## config.mk

```make
export PLATFORM = sky130hd
export DESIGN_NAME = gipc_ram
export DESIGN_NICKNAME = d
export VERILOG_FILES = /design/src/rtl/gipc_ram.sv
export SDC_FILE = /design/constraint.sdc
export NUM_CORES = 1
export LEC_CHECK = 0
export ABC_CLOCK_PERIOD_IN_PS = 1700
export CAP_MARGIN = 20
export CELL_PAD_IN_SITES_DETAIL_PLACEMENT = 1
export CELL_PAD_IN_SITES_GLOBAL_PLACEMENT = 2
export CORE_ASPECT_RATIO = 1.75
export CORE_MARGIN = 4
export CORE_UTILIZATION = 47
export CTS_BUF_LIST = sky130_fd_sc_hd__clkbuf_8
export DETAILED_ROUTE_END_ITERATION = 16
export DONT_BUFFER_PORTS = 1
export PLACE_DENSITY = 0.76
export SLEW_MARGIN = 20
export SYNTH_ARGS = -nofsm -noshare
export SYNTH_HDL_FRONTEND = slang
export SYNTH_SLANG_ARGS = --single-unit
```

## constraint.sdc

```tcl
create_clock -name clk -period 1.7 [get_ports clk]
set_clock_uncertainty 0.2 [all_clocks]
set_input_delay 0 -clock clk [delete_from_list [all_inputs] [get_ports clk]]
set_output_delay 0 -clock clk [all_outputs]
set_load 0.05 [all_outputs]
```

## src/rtl/gipc_ram.sv

```systemverilog
// Single-write, single-read synchronous RAM with registered read data.
`default_nettype none
module gipc_ram #(
	parameter int WIDTH = 8,
	parameter int DEPTH = 16,
	parameter int AW    = 4
) (
	input  wire logic             clk,
	input  wire logic             we,
	input  wire logic [AW-1:0]    waddr,
	input  wire logic [WIDTH-1:0] wdata,
	input  wire logic [AW-1:0]    raddr,
	output logic      [WIDTH-1:0] rdata
);
	logic [WIDTH-1:0] mem [DEPTH];

	always_ff @(posedge clk) begin
		if (we) begin
			mem[waddr] <= wdata;
		end
	end

	always_ff @(posedge clk) begin
		rdata <= mem[raddr];
	end
endmodule
`default_nettype wire

```

# == Word level (Yosys, flattened, before mapping) ==
# Memories as Yosys holds them, arrays and structs flattened. A register that Yosys moved wholly into a read port is not among the register bits.
# Index checks and enable logic that the tools add are counted.
# W data, S select, Z words.
# totals
output_inout_bits,8
elab_cells,3
memories,1
ff_bits,0
ram_bits,128
# memory_table
name,depth,word_bits,rd,rd_clocked_by_memory_dff,write_ports,line,rtl
mem,16,8,1,1,1,15,logic [WIDTH-1:0] mem [DEPTH];
# op_classes
muxes,2
# ops
cell,n
$mux W1,2

# == Longest topological paths before layout ==
# logic_depth
depth_word,2
depth_mapped,5
depth_no_buf,3

# == Least setup slack after synthesis ==
# No wires, ideal clock.
# synth_timing
kind,input -> register
from,input port waddr[2]
to,"memory mem[0][0], enable pin"
cell_stages,2
path_slack_ns,0.007
arrival_ns,1.110
path_cell_list,or3b_2 nor3_1
# synth_lines
item,line,rtl
start: declaration,10,"input wire logic [AW-1:0] waddr,"
end: declaration,15,
# Straight into the memory's write port.

==> summary.md <==
| Metric | Value |
|---|---|
| Drt initial violations | `186` |
| Hold WS | `-0.2630 ns` |
| Multi-input gate area | `1057 sq um` |
| Number of global-route vias before repair | `2585` |
| Antenna diodes | `0` |
| Maxcap violations | `0` |
| Crit path kind | `register to register` |
| Failing checks | `hold timing` |
| Met1 usage in global routing | `20.38%` |
| Synthesized cell area | `5147 sq um` |
| Unrepaired setup endpoints after global routing | `no` |
| Clock H-tree levels | `4` |
| Port Buf Inserts | `0` |
| Layout cell share with drive strength beyond 1 | `25.26%` |
| CTS clock-pin slew for the worst setup and hold paths | `0.08 ns` |
| Die H | `146.4 microns` |
| Crit Reg-Reg Startpoint | `mem[1][5]$_DFFE_PP_` |
| Top-count cell post-synth | `edfxtp_1` |
| Slew HR | `58.25%` |
| Synth area leader | `edfxtp_1` |
| Clk buf depth | `2` |
| Syn nets | `247` |
| Final setup violation count | `0` |
| Die Area | `12760 sq um` |
| Routed len/inst | `24.52 microns` |
| Tmin final | `1.569 ns` |
| Worst EP arrival | `1.69 ns` |
| Via/cell ratio | `5.754` |
| Met3 track demand over resource | `4.969%` |
| Antenna violations before repair | `1` |
| CP max FO | `1` |
| Startpoint types | `register` |
| Post-Place Setup Slack | `0.1431 ns` |
| Syn. warnings | `0` |
| Pwr per Cell Area | `1110 nW/um^2` |
| DRC | `0` |
| Core Region | `10700 sq um` |
| DRT antenna net count | `0` |
| FF-to-FF path depth | `3` |
| Largest cells by area after synthesis | `edfxtp_1 (75%), mux4_2 (7.9%), mux4_1 (7.1%)` |
| Area share of the largest cell type after synthesis | `74.67%` |
| Pleak | `1.938 nW` |
| Area delta synth->final | `14.41%` |
| Hold buffers post-CTS | `14` |
| TritonCTS clock tree | `yes` |
| Post-CTS sizing | `0` |
| Seq/Total Area, Yosys | `77.78%` |
| Final wirelength | `10180 microns` |
| R2R Setup Slk | `0.13 ns` |
| Gpl congestion | `0.7177` |
| CTS Sinks | `136` |
| Hold Crit Start | `raddr[0]` |
| Via count | `2388` |
| Largest net degree at the start of global routing | `33` |
| Hold Fails Final Rpt | `8` |
| Number of synthesized register bits | `136` |
| Die Span X | `87.11 microns` |
| Nets | `290` |
| GR Util met2 | `30.21%` |
| Fin Setup TNS | `0 ns` |
| Placed wire-length estimate | `6764 microns` |
| Grt ovf | `0` |
| I/O pins | `26` |
| Crit. End Element | `register` |
| Ys async rst share | `0%` |
| WHS Endpoint | `rdata[6]$_DFF_P_` |
| Gate Count Post-Synth | `229` |
| Hold Path Class | `input port to register` |
| Clk Latency, worst-skew pair | `0.43 ns` |
| Max Fclk | `0.6373 GHz` |
| Peak VDD IR | `0.0007476 V` |
| Worst Path Required | `1.82 ns` |
| Most frequent cells after synthesis | `edfxtp_1 (128), mux4_2 (18), a22oi_1 (16)` |
| GRT busiest layer | `met2` |
| CTS Root Cell | `clkbuf_8` |
| First-pass GRT wire length | `15730 microns` |
| GRT Overall Usage | `17.58%` |
| Row count | `50` |
| Unique masters post-synth | `19` |
| Hold Path Depth | `3` |
| Status | `finished with violations` |
| Setup ws final | `0.1308 ns` |
| TritonCTS Buffers | `17` |
| Worst r2r dst | `rdata[5]$_DFF_P_` |
| Final Cycle Share | `92.31%` |
| Drt first pass iters | `4` |
| Tightest Pin Transition | `0.6242 ns` |
| Ys flop type | `edfxtp_1` |
| Max Slew Vio Count | `0` |
| Filler cells | `906` |
| Initial Utilization | `48.12%` |
| Syn avg cell area | `22.48 sq um` |
| EDFF count, synth | `128` |
| Sequential cell area | `4004 sq um` |
==> flip-flops by register name, indices dropped and copies added (netlist names) <==
register and count:
mem 128, rdata 8
==> power by group <==
group,switching [W],internal (W),leakage (nW),total (W)
logic,0.000157,0.000141,0.541,0.000298
clock network,0.00124,0.00115,0.174,0.00239
registers,0.000106,0.00374,1.22,0.00385
==> cell type report <==
cell class / instances / area share (%)
sequential: 136 / 67.98
tap: 130 / 2.762
timing repair buffer: 34 / 5.099
clock buffer: 17 / 3.973
clock inverter: 15 / 2.231
multi-input combinational: 83 / 17.95
==> through the flow <==
stage	area (sq um)	hold WS, ns	instances	power, W	util, %
3_5_place_dp	5374	-0.1003	369	0.004140	50.23
4_1_cts	5889	-0.3055	415	0.006613	55.05
2_1_floorplan	5147	-0.1011	229	0.004103	-
6_report	5889	-0.2630	415	0.006537	55.05
3_3_place_gp	5374	-0.1001	369	0.004130	50.23
5_1_grt	5889	-0.2688	415	0.006790	55.05
==> cells by family (layout without fill, tap and decap cells) <==
group           count (synthesis)  in the layout  synth area share [%]
compound gates                 16             16                 2.334
buf+inv                        10             66                 1.677
flops                         136            136                 77.78
mux                            32             32                 15.02
simple gates                   35             35                 3.184
==> routing by layer <==
layer	share of wire, %	wire length, microns
met1	38	3849
met2	56	5698
met3	4.0	408
met4	2.0	207
met5	0.13	13
==> worst max-delay path by stage <==
stage / startpoint / end / depth (start not counted)
after detailed placement: mem[1][5]$_DFFE_PP_ / rdata[5]$_DFF_P_ / 3
after global placement: mem[1][5]$_DFFE_PP_ / rdata[5]$_DFF_P_ / 3
final: mem[1][5]$_DFFE_PP_ / rdata[5]$_DFF_P_ / 3
after global routing: mem[1][5]$_DFFE_PP_ / rdata[5]$_DFF_P_ / 3
after CTS: mem[1][5]$_DFFE_PP_ / rdata[5]$_DFF_P_ / 3
after floorplan: waddr[2] / mem[0][0]$_DFFE_PP_ / 2
==> worst max-delay path, cell delays in order, from the launching register on <==
cell and delay, ns:
edfxtp_1 0.37, mux4_1 0.50, a22oi_1 0.30, nand2_1 0.09
==> placed cells by master, fill, tap and decap left out, drive strengths merged <==
cell type    netlist  final
edfxtp           128    128
mux4              32     32
buf                7     21
clkbuf             0     17
a22oi             16     16
nor2              13     13
dlygate4sd3        0     13
nand2              9      9
dfxtp              8      8
clkinv             0      8
clkinvlp           0      5
nor3               4      4
nand3b             2      2
nand2b             2      2
nor2b              1      1
and2               1      1
and2b              1      1
nand3              1      1
or3b               1      1
inv                0      1
bufinv             0      1
==> what timing repair did <==
action                                 4_1_cts  5_1_grt
setup buffers                                0        0
setup endpoints to repair                    0        0
endpoints found under the hold margin      264        8
No activity file was read; power rests on OpenSTA's default activity.
